$ cat src/hw/rtl/mbs_pkg.sv
`timescale 1ns / 1ps

package mbs_pkg;

  localparam int unsigned OP_W    = 2;
  localparam int unsigned BYTE_W  = 8;
  localparam int unsigned LEN_W   = 6;
  localparam int unsigned KIND_W  = 3;
  localparam int unsigned PRE_W   = 3;
  localparam int unsigned DATA_W  = 32;
  localparam int unsigned PADDR_W = 3;

  localparam logic [BYTE_W-1:0] CH_DASH = 8'h2D;
  localparam logic [BYTE_W-1:0] CH_CR   = 8'h0D;
  localparam logic [BYTE_W-1:0] CH_LF   = 8'h0A;

  localparam logic [PRE_W-1:0] PRE_CR      = 3'd1;
  localparam logic [PRE_W-1:0] PRE_CRLF    = 3'd2;
  localparam logic [PRE_W-1:0] PRE_CRLFD   = 3'd3;
  localparam logic [PRE_W-1:0] PRE_FULL    = 3'd4;

  localparam logic CFG_IDX_BOUNDARY_LENGTH = 1'b0;

  typedef enum logic [OP_W-1:0] {
    OP_LOAD  = 2'd0,
    OP_START = 2'd1,
    OP_BODY  = 2'd2
  } op_e;

  typedef enum logic [KIND_W-1:0] {
    KIND_HDR  = 3'd0,
    KIND_LINE = 3'd1,
    KIND_DATA = 3'd2,
    KIND_PART = 3'd3,
    KIND_DONE = 3'd4,
    KIND_ERR  = 3'd5
  } kind_e;

  typedef enum logic [3:0] {
    SCAN_OPEN    = 4'd0,
    SCAN_HEADERS = 4'd1,
    SCAN_DATA    = 4'd2,
    SCAN_FEED1   = 4'd3,
    SCAN_DASH1   = 4'd4,
    SCAN_DASH2   = 4'd5,
    SCAN_MATCH   = 4'd6,
    SCAN_AFTER   = 4'd7,
    SCAN_FEED2   = 4'd8,
    SCAN_DONE    = 4'd9,
    SCAN_ERROR   = 4'd10
  } scan_e;

  typedef enum logic [1:0] {
    CTRL_IDLE   = 2'd0,
    CTRL_DECIDE = 2'd1,
    CTRL_EMIT   = 2'd2
  } ctrl_state_e;

  typedef enum logic [1:0] {
    SRC_PREFIX = 2'd0,
    SRC_REPLAY = 2'd1,
    SRC_CR     = 2'd2,
    SRC_FINAL  = 2'd3
  } emit_src_e;

  typedef struct packed {
    logic              has_out;
    logic [PRE_W-1:0]  pre_cnt;
    logic [LEN_W-1:0]  rep_cnt;
    logic              tail_cr;
    kind_e             fin_kind;
    logic [BYTE_W-1:0] fin_byte;
  } plan_t;

  typedef struct packed {
    logic      idle;
    logic      decide;
    logic      emit_load;
    emit_src_e emit_src;
  } ctrl_cmd_t;

  typedef struct packed {
    logic has_out;
    logic pre_more;
    logic rep_more;
    logic cr_more;
    logic slot_free;
  } ctrl_status_t;

  function automatic logic [BYTE_W-1:0] prefix_byte(input logic [1:0] pos);
    logic [BYTE_W-1:0] b;
    case (pos)
      2'd0:    b = CH_CR;
      2'd1:    b = CH_LF;
      default: b = CH_DASH;
    endcase
    return b;
  endfunction

  function automatic plan_t make_plan(input logic [PRE_W-1:0] pre_cnt,
                                      input logic [LEN_W-1:0] rep_cnt,
                                      input logic tail_cr,
                                      input kind_e kind,
                                      input logic [BYTE_W-1:0] b);
    plan_t p;
    p.has_out  = 1'b1;
    p.pre_cnt  = pre_cnt;
    p.rep_cnt  = rep_cnt;
    p.tail_cr  = tail_cr;
    p.fin_kind = kind;
    p.fin_byte = (kind == KIND_HDR || kind == KIND_DATA) ? b : '0;
    return p;
  endfunction

endpackage

$ cat src/hw/rtl/mbs_channel_if.sv
`timescale 1ns / 1ps

interface mbs_in_if;
  import mbs_pkg::*;

  logic              valid;
  logic              ready;
  logic [OP_W-1:0]   op;
  logic [BYTE_W-1:0] byte_value;
  logic [LEN_W-1:0]  boundary_index;

  modport source (output valid, op, byte_value, boundary_index, input ready);
  modport sink   (input valid, op, byte_value, boundary_index, output ready);
endinterface

interface mbs_out_if;
  import mbs_pkg::*;

  logic              valid;
  logic              ready;
  logic [KIND_W-1:0] kind;
  logic [BYTE_W-1:0] out_byte;
  logic              last_of_run;

  modport source (output valid, kind, out_byte, last_of_run, input ready);
  modport sink   (input valid, kind, out_byte, last_of_run, output ready);
endinterface

$ cat src/hw/rtl/mbs_datapath.sv
`timescale 1ns / 1ps

module mbs_datapath #(
  parameter int unsigned MAX_BOUNDARY = 48
) (
  input  logic                         clk_i,
  input  logic                         rst_ni,
  input  mbs_pkg::ctrl_cmd_t           cmd_i,
  output mbs_pkg::ctrl_status_t        status_o,
  input  logic [mbs_pkg::LEN_W-1:0]    cfg_len_i,
  input  logic [mbs_pkg::OP_W-1:0]     op_i,
  input  logic [mbs_pkg::BYTE_W-1:0]   byte_value_i,
  input  logic [mbs_pkg::LEN_W-1:0]    boundary_index_i,
  output logic                         out_valid_o,
  input  logic                         out_ready_i,
  output logic [mbs_pkg::KIND_W-1:0]   out_kind_o,
  output logic [mbs_pkg::BYTE_W-1:0]   out_byte_o,
  output logic                         out_last_o
);
  import mbs_pkg::*;

  localparam int unsigned AW = (MAX_BOUNDARY > 1) ? $clog2(MAX_BOUNDARY) : 1;
  localparam logic [LEN_W-1:0] MAX_LEN = LEN_W'(MAX_BOUNDARY);

  logic [BYTE_W-1:0] bnd_mem_q [MAX_BOUNDARY];
  logic [BYTE_W-1:0] rdata_q;
  logic [AW-1:0]     rd_addr;

  logic [OP_W-1:0]   op_q;
  logic [BYTE_W-1:0] byte_q;
  logic [LEN_W-1:0]  idx_q;

  scan_e            scan_q, scan_d;
  logic [LEN_W-1:0] opos_q, opos_d;
  logic [LEN_W-1:0] mpos_q, mpos_d;
  logic             lht_q, lht_d;

  plan_t plan_q, plan_d;

  logic [PRE_W-1:0] pre_idx_q, pre_idx_d;
  logic [LEN_W-1:0] rep_idx_q, rep_idx_d;
  logic             cr_done_q, cr_done_d;

  logic              out_valid_q;
  logic [KIND_W-1:0] out_kind_q;
  logic [BYTE_W-1:0] out_byte_q;
  logic              out_last_q;

  logic [LEN_W-1:0] len_eff;
  logic [LEN_W:0]   p_ext;
  logic [LEN_W:0]   l_ext;
  logic [LEN_W-1:0] lookup;
  logic             slot_free;

  function automatic logic [AW-1:0] clamp_addr(input logic [LEN_W-1:0] v);
    return (v < MAX_LEN) ? v[AW-1:0] : '0;
  endfunction

  assign len_eff = (cfg_len_i == '0) ? LEN_W'(1) :
                   (cfg_len_i > MAX_LEN) ? MAX_LEN : cfg_len_i;
  assign p_ext   = {1'b0, opos_q};
  assign l_ext   = {1'b0, len_eff};

  assign lookup  = (scan_q == SCAN_MATCH) ? mpos_q : (opos_q - LEN_W'(2));
  assign rd_addr = cmd_i.idle ? clamp_addr(lookup) : clamp_addr(rep_idx_d);

  always_ff @(posedge clk_i) begin
    if (cmd_i.decide && op_q == OP_LOAD && idx_q < MAX_LEN) begin
      bnd_mem_q[clamp_addr(idx_q)] <= byte_q;
    end
  end

  always_ff @(posedge clk_i) begin
    rdata_q <= bnd_mem_q[rd_addr];
  end

  always_ff @(posedge clk_i) begin
    if (cmd_i.idle) begin
      op_q   <= op_i;
      byte_q <= byte_value_i;
      idx_q  <= boundary_index_i;
    end
    if (cmd_i.decide) begin
      plan_q <= plan_d;
    end
  end

  always_comb begin
    scan_d = scan_q;
    opos_d = opos_q;
    mpos_d = mpos_q;
    lht_d  = lht_q;
    plan_d = '0;
    plan_d.fin_kind = KIND_DATA;
    unique case (op_q)
      OP_START: begin
        scan_d = SCAN_OPEN;
        opos_d = '0;
        mpos_d = '0;
        lht_d  = 1'b0;
      end
      OP_BODY: begin
        unique case (scan_q)
          SCAN_OPEN: begin
            if (opos_q < LEN_W'(2)) begin
              if (byte_q != CH_DASH) begin
                scan_d = SCAN_ERROR;
                plan_d = make_plan('0, '0, 1'b0, KIND_ERR, '0);
              end else begin
                opos_d = opos_q + LEN_W'(1);
              end
            end else if (p_ext < l_ext + (LEN_W+1)'(2)) begin
              if (byte_q != rdata_q) begin
                scan_d = SCAN_ERROR;
                plan_d = make_plan('0, '0, 1'b0, KIND_ERR, '0);
              end else begin
                opos_d = opos_q + LEN_W'(1);
              end
            end else if (p_ext == l_ext + (LEN_W+1)'(2)) begin
              if (byte_q != CH_CR) begin
                scan_d = SCAN_ERROR;
                plan_d = make_plan('0, '0, 1'b0, KIND_ERR, '0);
              end else begin
                opos_d = opos_q + LEN_W'(1);
              end
            end else if (p_ext == l_ext + (LEN_W+1)'(3)) begin
              if (byte_q != CH_LF) begin
                scan_d = SCAN_ERROR;
                plan_d = make_plan('0, '0, 1'b0, KIND_ERR, '0);
              end else begin
                scan_d = SCAN_HEADERS;
                lht_d  = 1'b0;
              end
            end else begin
              scan_d = SCAN_ERROR;
              plan_d = make_plan('0, '0, 1'b0, KIND_ERR, '0);
            end
          end
          SCAN_HEADERS: begin
            if (byte_q == CH_LF) begin
              if (lht_q) begin
                plan_d = make_plan('0, '0, 1'b0, KIND_LINE, '0);
                lht_d  = 1'b0;
              end else begin
                scan_d = SCAN_DATA;
              end
            end else if (byte_q != CH_CR) begin
              plan_d = make_plan('0, '0, 1'b0, KIND_HDR, byte_q);
              lht_d  = 1'b1;
            end
          end
          SCAN_DATA: begin
            if (byte_q == CH_CR) begin
              scan_d = SCAN_FEED1;
            end else begin
              plan_d = make_plan('0, '0, 1'b0, KIND_DATA, byte_q);
            end
          end
          SCAN_FEED1: begin
            if (byte_q == CH_LF) begin
              scan_d = SCAN_DASH1;
            end else begin
              scan_d = SCAN_DATA;
              plan_d = make_plan(PRE_CR, '0, 1'b0, KIND_DATA, byte_q);
            end
          end
          SCAN_DASH1: begin
            if (byte_q == CH_DASH) begin
              scan_d = SCAN_DASH2;
            end else begin
              scan_d = SCAN_DATA;
              plan_d = make_plan(PRE_CRLF, '0, 1'b0, KIND_DATA, byte_q);
            end
          end
          SCAN_DASH2: begin
            if (byte_q == CH_DASH) begin
              scan_d = SCAN_MATCH;
              mpos_d = '0;
            end else begin
              scan_d = SCAN_DATA;
              plan_d = make_plan(PRE_CRLFD, '0, 1'b0, KIND_DATA, byte_q);
            end
          end
          SCAN_MATCH: begin
            if (mpos_q >= len_eff) begin
              scan_d = SCAN_AFTER;
              plan_d = make_plan('0, '0, 1'b0, KIND_PART, '0);
            end else if (rdata_q != byte_q) begin
              scan_d = SCAN_DATA;
              plan_d = make_plan(PRE_FULL, mpos_q, 1'b0, KIND_DATA, byte_q);
            end else if (mpos_q == len_eff - LEN_W'(1)) begin
              scan_d = SCAN_AFTER;
              plan_d = make_plan('0, '0, 1'b0, KIND_PART, '0);
            end else begin
              mpos_d = mpos_q + LEN_W'(1);
            end
          end
          SCAN_AFTER: begin
            if (byte_q == CH_CR) begin
              scan_d = SCAN_FEED2;
            end else if (byte_q == CH_DASH) begin
              scan_d = SCAN_DONE;
              plan_d = make_plan('0, '0, 1'b0, KIND_DONE, '0);
            end else begin
              scan_d = SCAN_DATA;
              plan_d = make_plan(PRE_FULL, len_eff, 1'b0, KIND_DATA, byte_q);
            end
          end
          SCAN_FEED2: begin
            if (byte_q == CH_LF) begin
              scan_d = SCAN_HEADERS;
              lht_d  = 1'b0;
            end else begin
              scan_d = SCAN_DATA;
              plan_d = make_plan(PRE_FULL, len_eff, 1'b1, KIND_DATA, byte_q);
            end
          end
          SCAN_DONE: begin
          end
          default: begin
            scan_d = SCAN_ERROR;
            plan_d = make_plan('0, '0, 1'b0, KIND_ERR, '0);
          end
        endcase
      end
      default: begin
      end
    endcase
  end

  always_ff @(posedge clk_i or negedge rst_ni) begin
    if (!rst_ni) begin
      scan_q <= SCAN_OPEN;
      opos_q <= '0;
      mpos_q <= '0;
      lht_q  <= 1'b0;
    end else if (cmd_i.decide) begin
      scan_q <= scan_d;
      opos_q <= opos_d;
      mpos_q <= mpos_d;
      lht_q  <= lht_d;
    end
  end

  assign slot_free = !out_valid_q || out_ready_i;

  always_comb begin
    pre_idx_d = pre_idx_q;
    rep_idx_d = rep_idx_q;
    cr_done_d = cr_done_q;
    if (cmd_i.decide) begin
      pre_idx_d = '0;
      rep_idx_d = '0;
      cr_done_d = 1'b0;
    end else if (cmd_i.emit_load) begin
      case (cmd_i.emit_src)
        SRC_PREFIX: pre_idx_d = pre_idx_q + PRE_W'(1);
        SRC_REPLAY: rep_idx_d = rep_idx_q + LEN_W'(1);
        SRC_CR:     cr_done_d = 1'b1;
        default:    ;
      endcase
    end
  end

  always_ff @(posedge clk_i or negedge rst_ni) begin
    if (!rst_ni) begin
      pre_idx_q <= '0;
      rep_idx_q <= '0;
      cr_done_q <= 1'b0;
    end else begin
      pre_idx_q <= pre_idx_d;
      rep_idx_q <= rep_idx_d;
      cr_done_q <= cr_done_d;
    end
  end

  always_ff @(posedge clk_i or negedge rst_ni) begin
    if (!rst_ni) begin
      out_valid_q <= 1'b0;
    end else if (cmd_i.emit_load) begin
      out_valid_q <= 1'b1;
    end else if (out_ready_i) begin
      out_valid_q <= 1'b0;
    end
  end

  always_ff @(posedge clk_i) begin
    if (cmd_i.emit_load) begin
      case (cmd_i.emit_src)
        SRC_PREFIX: begin
          out_kind_q <= KIND_DATA;
          out_byte_q <= prefix_byte(pre_idx_q[1:0]);
          out_last_q <= 1'b0;
        end
        SRC_REPLAY: begin
          out_kind_q <= KIND_DATA;
          out_byte_q <= rdata_q;
          out_last_q <= 1'b0;
        end
        SRC_CR: begin
          out_kind_q <= KIND_DATA;
          out_byte_q <= CH_CR;
          out_last_q <= 1'b0;
        end
        default: begin
          out_kind_q <= plan_q.fin_kind;
          out_byte_q <= plan_q.fin_byte;
          out_last_q <= 1'b1;
        end
      endcase
    end
  end

  assign status_o.has_out   = plan_q.has_out;
  assign status_o.pre_more  = pre_idx_q < plan_q.pre_cnt;
  assign status_o.rep_more  = rep_idx_q < plan_q.rep_cnt;
  assign status_o.cr_more   = plan_q.tail_cr && !cr_done_q;
  assign status_o.slot_free = slot_free;

  assign out_valid_o = out_valid_q;
  assign out_kind_o  = out_kind_q;
  assign out_byte_o  = out_byte_q;
  assign out_last_o  = out_last_q;

endmodule

$ cat src/hw/rtl/mbs_ctrl.sv
`timescale 1ns / 1ps

module mbs_ctrl (
  input  logic                  clk_i,
  input  logic                  rst_ni,
  input  logic                  in_valid_i,
  input  mbs_pkg::ctrl_status_t status_i,
  output mbs_pkg::ctrl_cmd_t    cmd_o
);
  import mbs_pkg::*;

  ctrl_state_e state_q, state_d;

  always_ff @(posedge clk_i or negedge rst_ni) begin
    if (!rst_ni) begin
      state_q <= CTRL_IDLE;
    end else begin
      state_q <= state_d;
    end
  end

  always_comb begin
    state_d        = state_q;
    cmd_o.idle     = 1'b0;
    cmd_o.decide   = 1'b0;
    cmd_o.emit_load = 1'b0;
    cmd_o.emit_src = SRC_FINAL;
    unique case (state_q)
      CTRL_IDLE: begin
        cmd_o.idle = 1'b1;
        if (in_valid_i) begin
          state_d = CTRL_DECIDE;
        end
      end
      CTRL_DECIDE: begin
        cmd_o.decide = 1'b1;
        state_d      = CTRL_EMIT;
      end
      CTRL_EMIT: begin
        if (status_i.pre_more) begin
          cmd_o.emit_src = SRC_PREFIX;
        end else if (status_i.rep_more) begin
          cmd_o.emit_src = SRC_REPLAY;
        end else if (status_i.cr_more) begin
          cmd_o.emit_src = SRC_CR;
        end else begin
          cmd_o.emit_src = SRC_FINAL;
        end
        if (!status_i.has_out) begin
          state_d = CTRL_IDLE;
        end else if (status_i.slot_free) begin
          cmd_o.emit_load = 1'b1;
          if (cmd_o.emit_src == SRC_FINAL) begin
            state_d = CTRL_IDLE;
          end
        end
      end
      default: begin
        state_d = CTRL_IDLE;
      end
    endcase
  end

endmodule

$ cat src/hw/rtl/multipart_boundary_scanner_unit.sv
`timescale 1ns / 1ps
// Channel  Role    Carries
// in_i     sink    op, byte_value, boundary_index
// out_o    source  kind, out_byte, last_of_run
// APB      slave   boundary_length at byte address 0
//
// An item is taken in the idle state; the next one is taken once the controller has passed through its
// decide and emit states and has loaded every result of the item into the output register.
// This pacing is set by the single read port of the boundary store and by the output
// register, which takes one result per cycle while the output is not stalled.
// Reset clears the scan state and the length register to 1; the boundary store is not cleared.
// A stalled output holds its result and pauses the emission until the sink takes it.

module multipart_boundary_scanner_unit #(
  parameter int unsigned MAX_BOUNDARY = 48
) (
  input  logic                          clk_i,
  input  logic                          rst_ni,
  mbs_in_if.sink                        in_i,
  mbs_out_if.source                     out_o,
  input  logic                          psel,
  input  logic                          penable,
  input  logic                          pwrite,
  input  logic [mbs_pkg::PADDR_W-1:0]   paddr,
  input  logic [mbs_pkg::DATA_W-1:0]    pwdata,
  output logic [mbs_pkg::DATA_W-1:0]    prdata,
  output logic                          pready
);
  import mbs_pkg::*;

  logic [LEN_W-1:0] len_q;
  logic             cfg_we;
  ctrl_cmd_t        cmd;
  ctrl_status_t     status;

  assign pready = 1'b1;
  assign cfg_we = psel && penable && pwrite && pready &&
                  (paddr[PADDR_W-1] == CFG_IDX_BOUNDARY_LENGTH);

  always_ff @(posedge clk_i or negedge rst_ni) begin
    if (!rst_ni) begin
      len_q <= LEN_W'(1);
    end else if (cfg_we) begin
      len_q <= pwdata[LEN_W-1:0];
    end
  end

  assign prdata = (paddr[PADDR_W-1] == CFG_IDX_BOUNDARY_LENGTH) ? DATA_W'(len_q) : '0;

  assign in_i.ready = cmd.idle;

  mbs_ctrl u_ctrl (
    .clk_i      (clk_i),
    .rst_ni     (rst_ni),
    .in_valid_i (in_i.valid),
    .status_i   (status),
    .cmd_o      (cmd)
  );

  mbs_datapath #(
    .MAX_BOUNDARY (MAX_BOUNDARY)
  ) u_datapath (
    .clk_i            (clk_i),
    .rst_ni           (rst_ni),
    .cmd_i            (cmd),
    .status_o         (status),
    .cfg_len_i        (len_q),
    .op_i             (in_i.op),
    .byte_value_i     (in_i.byte_value),
    .boundary_index_i (in_i.boundary_index),
    .out_valid_o      (out_o.valid),
    .out_ready_i      (out_o.ready),
    .out_kind_o       (out_o.kind),
    .out_byte_o       (out_o.out_byte),
    .out_last_o       (out_o.last_of_run)
  );

endmodule

$ cat src/flat_wrapper.sv
// flat-port wrapper written by rule: the top's interface ports become plain ports
module multipart_boundary_scanner_unit_flat import mbs_pkg::*;
#(
  parameter int unsigned MAX_BOUNDARY = 48
)
  (clk_i, rst_ni, psel, penable, pwrite, paddr, pwdata, prdata, pready, in_i_valid, in_i_op, in_i_byte_value, in_i_boundary_index, in_i_ready, out_o_valid, out_o_kind, out_o_out_byte, out_o_last_of_run, out_o_ready);
  mbs_in_if in_i_i ();
  mbs_out_if out_o_i ();
  input  logic clk_i;
  input  logic rst_ni;
  input  logic psel;
  input  logic penable;
  input  logic pwrite;
  input  logic [mbs_pkg::PADDR_W-1:0] paddr;
  input  logic [mbs_pkg::DATA_W-1:0] pwdata;
  output logic [mbs_pkg::DATA_W-1:0] prdata;
  output logic pready;
  input wire logic [$bits(in_i_i.valid)-1:0] in_i_valid;
  input wire logic [$bits(in_i_i.op)-1:0] in_i_op;
  input wire logic [$bits(in_i_i.byte_value)-1:0] in_i_byte_value;
  input wire logic [$bits(in_i_i.boundary_index)-1:0] in_i_boundary_index;
  output wire logic [$bits(in_i_i.ready)-1:0] in_i_ready;
  output wire logic [$bits(out_o_i.valid)-1:0] out_o_valid;
  output wire logic [$bits(out_o_i.kind)-1:0] out_o_kind;
  output wire logic [$bits(out_o_i.out_byte)-1:0] out_o_out_byte;
  output wire logic [$bits(out_o_i.last_of_run)-1:0] out_o_last_of_run;
  input wire logic [$bits(out_o_i.ready)-1:0] out_o_ready;
  assign in_i_i.valid = in_i_valid;
  assign in_i_i.op = in_i_op;
  assign in_i_i.byte_value = in_i_byte_value;
  assign in_i_i.boundary_index = in_i_boundary_index;
  assign in_i_ready = in_i_i.ready;
  assign out_o_valid = out_o_i.valid;
  assign out_o_kind = out_o_i.kind;
  assign out_o_out_byte = out_o_i.out_byte;
  assign out_o_last_of_run = out_o_i.last_of_run;
  assign out_o_i.ready = out_o_ready;
  multipart_boundary_scanner_unit #(.MAX_BOUNDARY(MAX_BOUNDARY)) u_core (.clk_i(clk_i), .rst_ni(rst_ni), .in_i(in_i_i), .out_o(out_o_i), .psel(psel), .penable(penable), .pwrite(pwrite), .paddr(paddr), .pwdata(pwdata), .prdata(prdata), .pready(pready));
endmodule
$ cat config.mk
export PLATFORM = sky130hd
export DESIGN_NAME = multipart_boundary_scanner_unit_flat
export DESIGN_NICKNAME = d
export VERILOG_FILES = /design/src/hw/rtl/mbs_pkg.sv /design/src/hw/rtl/mbs_channel_if.sv /design/src/hw/rtl/mbs_datapath.sv /design/src/hw/rtl/mbs_ctrl.sv /design/src/hw/rtl/multipart_boundary_scanner_unit.sv /design/src/flat_wrapper.sv
export SDC_FILE = /design/constraint.sdc
export NUM_CORES = 1
export LEC_CHECK = 0
export ABC_AREA = 1
export BUFFER_PORTS_ARGS = -buffer_cell sky130_fd_sc_hd__buf_2
export CORE_ASPECT_RATIO = 1.4
export CORE_UTILIZATION = 35
export CTS_BUF_LIST = sky130_fd_sc_hd__clkbuf_4
export DETAILED_ROUTE_END_ITERATION = 16
export GPL_TIMING_DRIVEN = 1
export HOLD_SLACK_MARGIN = 0.06
export PLACE_DENSITY = 0.61
export SLEW_MARGIN = 25
export SYNTH_ARGS = -nofsm -noshare
export SYNTH_HDL_FRONTEND = slang
export SYNTH_SLANG_ARGS = --single-unit
export TNS_END_PERCENT = 10
$ cat constraint.sdc
create_clock -name clk_i -period 4.5 [get_ports clk_i]
set_input_delay 0.9 -clock clk_i [delete_from_list [all_inputs] [get_ports clk_i]]
set_output_delay 0.9 -clock clk_i [all_outputs]
set_load 0.03 [all_outputs]
==> run summary, run 1 <==
STA
--------------------------------------------------------------------------------------
Minimum clock period                                                           4100 ps
Achievable clock frequency                                                     244 MHz
Final Hold Vio Count                                                                 0
Slew Viols, Final                                                                    0
Worst path setup slack after routing                                            398 ps
Setup-failing EPs final                                                              0
Share of the clock period used by the worst path                                 0.912
Slew Limit Headroom                                                              0.359
Setup total negative slack                                                        0 ps
Unrepaired setup endpoints after global routing                                     no
Slew of the pin with the lowest slew margin                                     961 ps
Hold_ws                                                                         138 ps
Worst clock skew                                                               77.9 ps

PLACED DESIGN
--------------------------------------------------------------------------------------
Worst setup timing slack at the placement stage                                 568 ps
Area of placed instances                                                    0.0237 mm²
# port buffers                                                                      49
Dpl hpwl                                                                       36.3 mm
Instance count after placement with tap cells included                           3,051
RD Place Congestion                                                              0.907

CLOCKING
--------------------------------------------------------------------------------------
Worst-Skew Late Latency                                                         900 ps
Clock H-tree levels                                                                  3
Clock buffer count from CTS                                                        114
Hold-fix buffers, CTS                                                                0
CTS max path bufs                                                                    3
Number of clock sinks                                                              478
Clock slew at the register clock pins of the worst setup and hold paths          70 ps
Number of resized instances in the post-cts repair step                              0
Clock tree from TritonCTS                                                        built
Clock Tree Root                                                               clkbuf_4
Postcts setup bufs                                                                   0

ROUTE
--------------------------------------------------------------------------------------
Total via count in the routed design                                             16.5k
Average wire length per cell after detail routing                              17.9 µm
Post-route DRC violation count                                                       0
Drt via density                                                                   5.04
Routed wire length                                                             58.7 mm
Post-route ant nets                                                                  0
Detailed Routing Iterations Pass 1                                                   6
First-iteration detailed-routing DRC count                                       1,147

SYNTH
--------------------------------------------------------------------------------------
Post-Synthesis Cell Area                                                    0.0227 mm²
Share of the synthesized netlist area taken by xor and xnor gates              0.00580
Post-synthesis share of cell area spent on and, or, nand and nor gates           0.207
Fraction of synthesized area in multiplexers                                         0
Number of warnings issued by yosys                                                   0
Most repeated cell in the gate-level netlist after synthesis                  edfxtp_1
Sequential share of the synthesized area                                         0.622
Compound-gate portion of the synthesized area                                   0.0593
Synth unique cells                                                                  54
Cell types with the largest area share after synthesis                    edfxtp_1 (57%), nand3_1 (8.1%), nand2_1 (5.4%)
Share of Yosys cell area claimed by the top area cell type                       0.575
Fraction of the mapped netlist area in adder cells                              0.0199
Main synth FF type                                                            edfxtp_1
Post-synthesis sequential element count                                            478
Mean instance size in the synthesized netlist                                 10.1 µm²
Combinational family with the most area after synthesis                   simple AND/OR/NAND/NOR gates
Count of flip-flops with a built-in enable after synthesis                         434
Post-Syn Instances                                                               2,239
Share of synthesized flip-flops with an asynchronous set or reset               0.0753
Synth top cells by count                                                  edfxtp_1 (434), nand3_1 (368), nand2_1 (326), inv_1 (315), nor2_1 (176)
Library cell occupying the most area in the post-synthesis netlist            edfxtp_1

GRT
--------------------------------------------------------------------------------------
GRT Total Usage                                                                  0.179
Total global routing overflow                                                        0
Pin count of the biggest net entering global routing                               153
First-pass GRT wire length                                                     89.5 mm
Antenna violations before repair                                                     2
Vias in the first global route                                                   16.3k

LAYOUT
--------------------------------------------------------------------------------------
Design Area, Final                                                          0.0253 mm²
Fin nets                                                                         2,421
Synthesis-to-layout area growth                                                  11.4%
Core occupancy in the finished layout                                            0.394
Fraction of final layout cells sized beyond drive strength 1                     0.119
Non-Filler Instances                                                             3,268

DIE
--------------------------------------------------------------------------------------
Die Area                                                                    0.0658 mm²
Num ports                                                                          105
Rows                                                                               110
Core footprint                                                              0.0641 mm²
Initial Utilization                                                              0.353
Floorplan die height                                                            303 µm
Width of the die                                                                217 µm

HOLD PATH
--------------------------------------------------------------------------------------
Path class of the lowest-slack min-delay path                             input pin to asynchronous set/reset pin

SETUP PATH
--------------------------------------------------------------------------------------
Worst-path maximum fanout                                                           24
Setup crit end kind                                                          flip-flop
Startpoint-to-endpoint class of the critical path                         flip-flop to flip-flop
Type of element launching the critical path                                  flip-flop
Data arrival time of the critical path                                         4930 ps
Required time reported for the critical path endpoint                          5320 ps

POWER AND IR DROP
--------------------------------------------------------------------------------------
Power Dens Cells                                                            622 mW/mm²
Sum of internal, switching and leakage power                                   15.7 mW
LEAKAGE                                                                        10.1 nW
Maximum vdd drop                                                              0.551 mV

OUTCOME
--------------------------------------------------------------------------------------
Run status                                                                finished clean

RUN
--------------------------------------------------------------------------------------
Count of maximum capacitance violations                                              0

## sequential cells by signal, indices dropped and copies added (netlist names)
register and flops:
u_core.len_q 6, u_core.u_ctrl.state_q 2, u_core.u_datapath.bnd_mem_q 384, u_core.u_datapath.byte_q 8
u_core.u_datapath.cr_done_q 1, u_core.u_datapath.idx_q 6, u_core.u_datapath.lht_q 1, u_core.u_datapath.mpos_q 6
u_core.u_datapath.op_q 2, u_core.u_datapath.opos_q 6, u_core.u_datapath.out_byte_o 8, u_core.u_datapath.out_kind_o 3
u_core.u_datapath.out_last_o 1, u_core.u_datapath.out_valid_o 1, u_core.u_datapath.plan_q 21, u_core.u_datapath.pre_idx_q 3
u_core.u_datapath.rdata_q 8, u_core.u_datapath.rep_idx_q 6, u_core.u_datapath.scan_q 4, u_core.u_datapath.status_o 1
## layout make-up
| type | count | area, µm² |
|---|---|---|
| Antenna cell | 2 | 5.00 |
| Tap cell | 840 | 1050 |
| Fill cell | 6274 | 38900 |
| Inverter | 328 | 1230 |
| Multi-Input combinational cell | 1327 | 6760 |
| Clock buffer | 156 | 1170 |
| Sequential cell | 478 | 14100 |
| Timing Repair Buffer | 78 | 538 |
| Clock inverter | 59 | 409 |
## critical path: stages (launching register included)
cell,delay [ps]
dfrtp_1,440
ha_1,300
nand2_1,90
inv_1,40
a21oi_1,150
nand2_1,110
nand2_1,70
nand2_1,60
nand2_1,300
nand4_1,180
or2_2,320
o21ai_0,160
a21oi_1,80
nand2_1,80
o21ai_2,80
inv_1,710
nand3_1,330
nand3_1,210
nand3_1,190
nand2_1,120
## path summary, 6_finish.rpt
kind | cells after the start | slack, ps | endpoint | start
min in group clk_i | 1 | 180 | u_core.u_datapath.byte_q[3] | in_i_byte_value[3]
max in group asynchronous | 1 | 3760 | u_core.u_datapath.scan_q[0] | rst_ni
max | 19 | 400 | u_core.u_datapath.rdata_q[0] | u_core.u_datapath.rep_idx_q[4]
max reg2reg | 19 | 400 | u_core.u_datapath.rdata_q[0] | u_core.u_datapath.rep_idx_q[4]
min reg2reg | 2 | 510 | u_core.u_datapath.cr_done_q | u_core.u_datapath.cr_done_q
min | 1 | 140 | u_core.u_datapath.rep_idx_q[4] | rst_ni
## layer usage
| metal | up-vias | part of all wire | global-route usage |
|---|---|---|---|
| met2 | 543 | 0.52 | 0.324 |
| met3 | 131 | 0.052 | 0.0287 |
| met4 | 0 | 0.039 | 0.0976 |
| met1 | 7925 | 0.39 | 0.199 |
| met5 | - | 0 | 0 |
| li1 | 7871 | - | - |
## placed cells by master (no fill, tap or decap), drive strengths merged, types with 3 or more instances in the layout
cell,count
dfxtp,8
clkbuf,156
conb,27
nor4,6
bufinv,6
edfxtp,434
o31ai,3
xor2,14
a21oi,89
clkinv,52
o21ai,101
nor2,186
o22ai,4
nand4,24
ha,36
o211ai,10
nand3b,70
nor3,19
dfrtp,35
nand2,330
a22oi,7
or2,5
buf,78
a211oi,5
nand3,369
inv,329
## kinds of logic (layout without fill, tap and decap cells)
group | after synthesis | count (layout)
compound gates | 238 | 238
xor+xnor | 15 | 15
fa+ha+maj | 36 | 36
buf+inv | 459 | 621
flops | 478 | 478
other cells | 2 | 29
simple gates | 1011 | 1011
## where the power goes
part / internal [mW] / leakage (nW) / switching (mW)
combinational: 1.70 / 4.68 / 4.61
clock: 1.98 / 0.919 / 1.78
sequential: 5.46 / 4.47 / 0.183
Power figures use the tool's default switching activity.
==> run 2: changes to the inputs <==
Settings changed: BUFFER_PORTS_ARGS -buffer_cell sky130_fd_sc_hd__buf_2 to not set, DONT_BUFFER_PORTS set to 1, PLACE_DENSITY 0.61 to 0.6, RECOVER_POWER set to 50.
==> run summary, run 2 (synthesized netlist as in run 1, its figures left out) <==
OUTCOME
--------------------------------------------------------------------------------------
Run status                                                                finished with violations
Failing checks                                                            max-capacitance violations, max-slew violations

DIE
--------------------------------------------------------------------------------------
Floorplan die height                                                            303 µm   unchanged
Core footprint                                                              0.0641 mm²   unchanged
Initial Utilization                                                              0.353   unchanged
Rows                                                                               110   unchanged
Num ports                                                                          105   unchanged
Die Area                                                                    0.0658 mm²   unchanged
Width of the die                                                                217 µm   unchanged

ROUTE
--------------------------------------------------------------------------------------
Drt via density                                                                   5.00   -0.70%
First-iteration detailed-routing DRC count                                       1,276   +11%
Post-route DRC violation count                                                       0   unchanged
Total via count in the routed design                                             16.2k   -1.3%
Detailed Routing Iterations Pass 1                                                   5   -1
Routed wire length                                                             58.0 mm   -1.1%
Average wire length per cell after detail routing                              17.9 µm   -0.45%
Post-route ant nets                                                                  0   unchanged

CLOCKING
--------------------------------------------------------------------------------------
Clock tree from TritonCTS                                                        built
Clock Tree Root                                                               clkbuf_4
Clock slew at the register clock pins of the worst setup and hold paths          60 ps   about the same
Clock buffer count from CTS                                                        117   +2.6%
Clock H-tree levels                                                                  3   unchanged
Number of clock sinks                                                              478   unchanged
Number of resized instances in the post-cts repair step                              0   unchanged
CTS max path bufs                                                                    3   unchanged
Worst-Skew Late Latency                                                         900 ps   about the same

RUN
--------------------------------------------------------------------------------------
Count of maximum capacitance violations                                              4   +4

HOLD PATH
--------------------------------------------------------------------------------------
Path class of the lowest-slack min-delay path                             input pin to flip-flop
Worst-case hold path end point                                            u_core.u_datapath.out_valid_o
Instance count along the most critical hold path                                     1
Startpoint of the worst hold path                                          out_o_ready

STA
--------------------------------------------------------------------------------------
Hold_ws                                                                         164 ps   +26.3 ps
Share of the clock period used by the worst path                                 0.877   -0.0341
Unrepaired setup endpoints after global routing                                     no
Slew Limit Headroom                                                             -0.395   -0.753
Worst clock skew                                                               80.0 ps   +2.07 ps
Slew Viols, Final                                                                  129   +129
Final Hold Vio Count                                                                 0   unchanged
Slew of the pin with the lowest slew margin                                    2090 ps   +1130 ps
Setup total negative slack                                                        0 ps   unchanged
Setup-failing EPs final                                                              0   unchanged
Minimum clock period                                                           3950 ps   -153 ps
Achievable clock frequency                                                     253 MHz   +3.9%

SETUP PATH
--------------------------------------------------------------------------------------
Origin of the critical flop-to-flop path                                  u_core.u_datapath.rep_idx_q[5]
Setup slack of the most critical reg-to-reg path                                550 ps   +150 ps
Worst-path maximum fanout                                                           24   unchanged
Cell depth of the worst flop-to-flop path                                           19   unchanged
Total buffers and inverters traversed by the critical path                           2   unchanged
Setup crit end kind                                                          flip-flop
Crit path largest cell delay                                                    700 ps   about the same
Type of element launching the critical path                                  flip-flop
Endpoint of the worst register-to-register path                           u_core.u_datapath.rdata_q[2]
Cell seen most often among critical-path stages                                nand2_1
Data arrival time of the critical path                                         4710 ps   -220 ps
CP max-delay cell                                                                inv_1
Cell-by-cell listing of the critical path                                 ha_1, nand2_1, inv_1, a21oi_1, nand2_1, nand2_1, nand2_1, nand2_1, nand4_1, or2_2, o21ai_0, a21oi_1, nand2_1, o21ai_2, inv_1, nand3_1, nand3_1, nand3_1, nand2_1
Cell family contributing the most delay on the critical path              simple AND/OR/NAND/NOR gates
Required time reported for the critical path endpoint                          5260 ps   -60 ps
Startpoint-to-endpoint class of the critical path                         flip-flop to flip-flop

GRT
--------------------------------------------------------------------------------------
Met3 layer usage reported by global route                                       0.0310   +0.00230
Most used routing layer                                                           met2
Total global routing overflow                                                        0   unchanged
Pin count of the biggest net entering global routing                               105   -31%
GRT Total Usage                                                                  0.177   -0.00197
Met1 routing resource usage after global routing                                 0.198   -0.000844
Vias in the first global route                                                   16.0k   -1.3%
GRT met2 Usage                                                                   0.328   +0.00434
Antenna violations before repair                                                     3   +1
First-pass GRT wire length                                                     89.0 mm   -0.52%

POWER AND IR DROP
--------------------------------------------------------------------------------------
LEAKAGE                                                                        9.92 nW   -1.4%
Sum of internal, switching and leakage power                                   15.5 mW   -1.5%
Power Dens Cells                                                            615 mW/mm²   -1.1%
Maximum vdd drop                                                              0.443 mV   -20%

LAYOUT
--------------------------------------------------------------------------------------
Largest Register                                                          u_core.u_datapath.bnd_mem_q
Most common cell after layout, fill and taps aside                            edfxtp_1
Largest register FFs                                                               384   unchanged
Fin nets                                                                         2,399   -0.91%
Synthesis-to-layout area growth                                                  11.0%
Non-Filler Instances                                                             3,247   -0.64%
Fraction of final layout cells sized beyond drive strength 1                    0.0978   -0.0209
Top library cells by usage in the layout, fill and taps aside             edfxtp_1 (434), nand3_1 (368), nand2_1 (326), inv_1 (316), nor2_1 (178)
Regs by FF count                                                          u_core.u_datapath.bnd_mem_q: 384 flops, u_core.u_datapath.plan_q: 21 flops

PLACED DESIGN
--------------------------------------------------------------------------------------
RD Place Congestion                                                              0.860   -5.2%
Instance count after placement with tap cells included                           3,008   -1.4%
# port buffers                                                                       0   -100%
Dpl hpwl                                                                       36.9 mm   +1.5%

run 2: changes by cell type in the layout (fill, tap and decap cells not counted), sizes merged:
cell	before	now
clkinvlp	0	1
buf	78	23
diode	2	5
bufinv	6	4
inv	329	330
clkbuf	156	177
dlygate4sd3	0	17
clkinv	52	45
run 2: metal layers:
metal,vias to the layer above,wire length (µm)
met5,-,50
met3,115,3000
met2,557,30600
met4,2,1620
met1,7726,22700
li1,7849,-
run 2: worst max-delay path by stage:
| stage | end | start | cells past startpoint | slack (ps) |
|---|---|---|---|---|
| final | u_core.u_datapath.rdata_q[2] | u_core.u_datapath.rep_idx_q[5] | 19 | 550 |
| after global routing | u_core.u_datapath.rdata_q[3] | u_core.u_datapath.rep_idx_q[5] | 23 | 270 |
| after CTS | u_core.u_datapath.rdata_q[1] | u_core.u_datapath.rep_idx_q[5] | 22 | 610 |
| after detailed placement | u_core.u_datapath.rdata_q[6] | u_core.u_datapath.rep_idx_q[5] | 19 | 700 |
| after global placement | u_core.u_datapath.rdata_q[1] | u_core.u_datapath.rep_idx_q[5] | 20 | 700 |
| after floorplan | u_core.u_datapath.rdata_q[2] | u_core.u_ctrl.state_q[0] | 12 | 970 |
run 2: per-stage QoR:
stage | utilization | instance area, µm² | setup WS, ps
2_1_floorplan | - | 22800 | 968
3_3_place_gp | 0.366 | 23500 | 705
3_5_place_dp | 0.366 | 23500 | 698
4_1_cts | 0.394 | 25200 | 614
5_1_grt | 0.392 | 25200 | 274
6_report | 0.392 | 25200 | 551
run 2: area by class of cell:
type	instances	area, µm²
fillers	6354	39000
clock inverters	52	329
multi-input cells	1327	6740
repair buffers	53	479
clock buffers	164	1230
well taps	840	1050
inverters	328	1230
flip-flops and latches	478	14100
diodes	5	12.5
run 2: timing repair:
| item | in CTS | in global routing |
|---|---|---|
| buffers inserted | 0 | 0 |
| endpoints found under the hold margin | 52 | 0 |
| hold buffers | 18 | 0 |
run 2: power by group:
part	internal [mW]	leakage, nW	total [mW]	switching [mW]
Combinational	1.68	4.54	6.03	4.36
Sequential	5.48	4.47	5.75	0.266
Clock	1.93	0.915	3.70	1.77
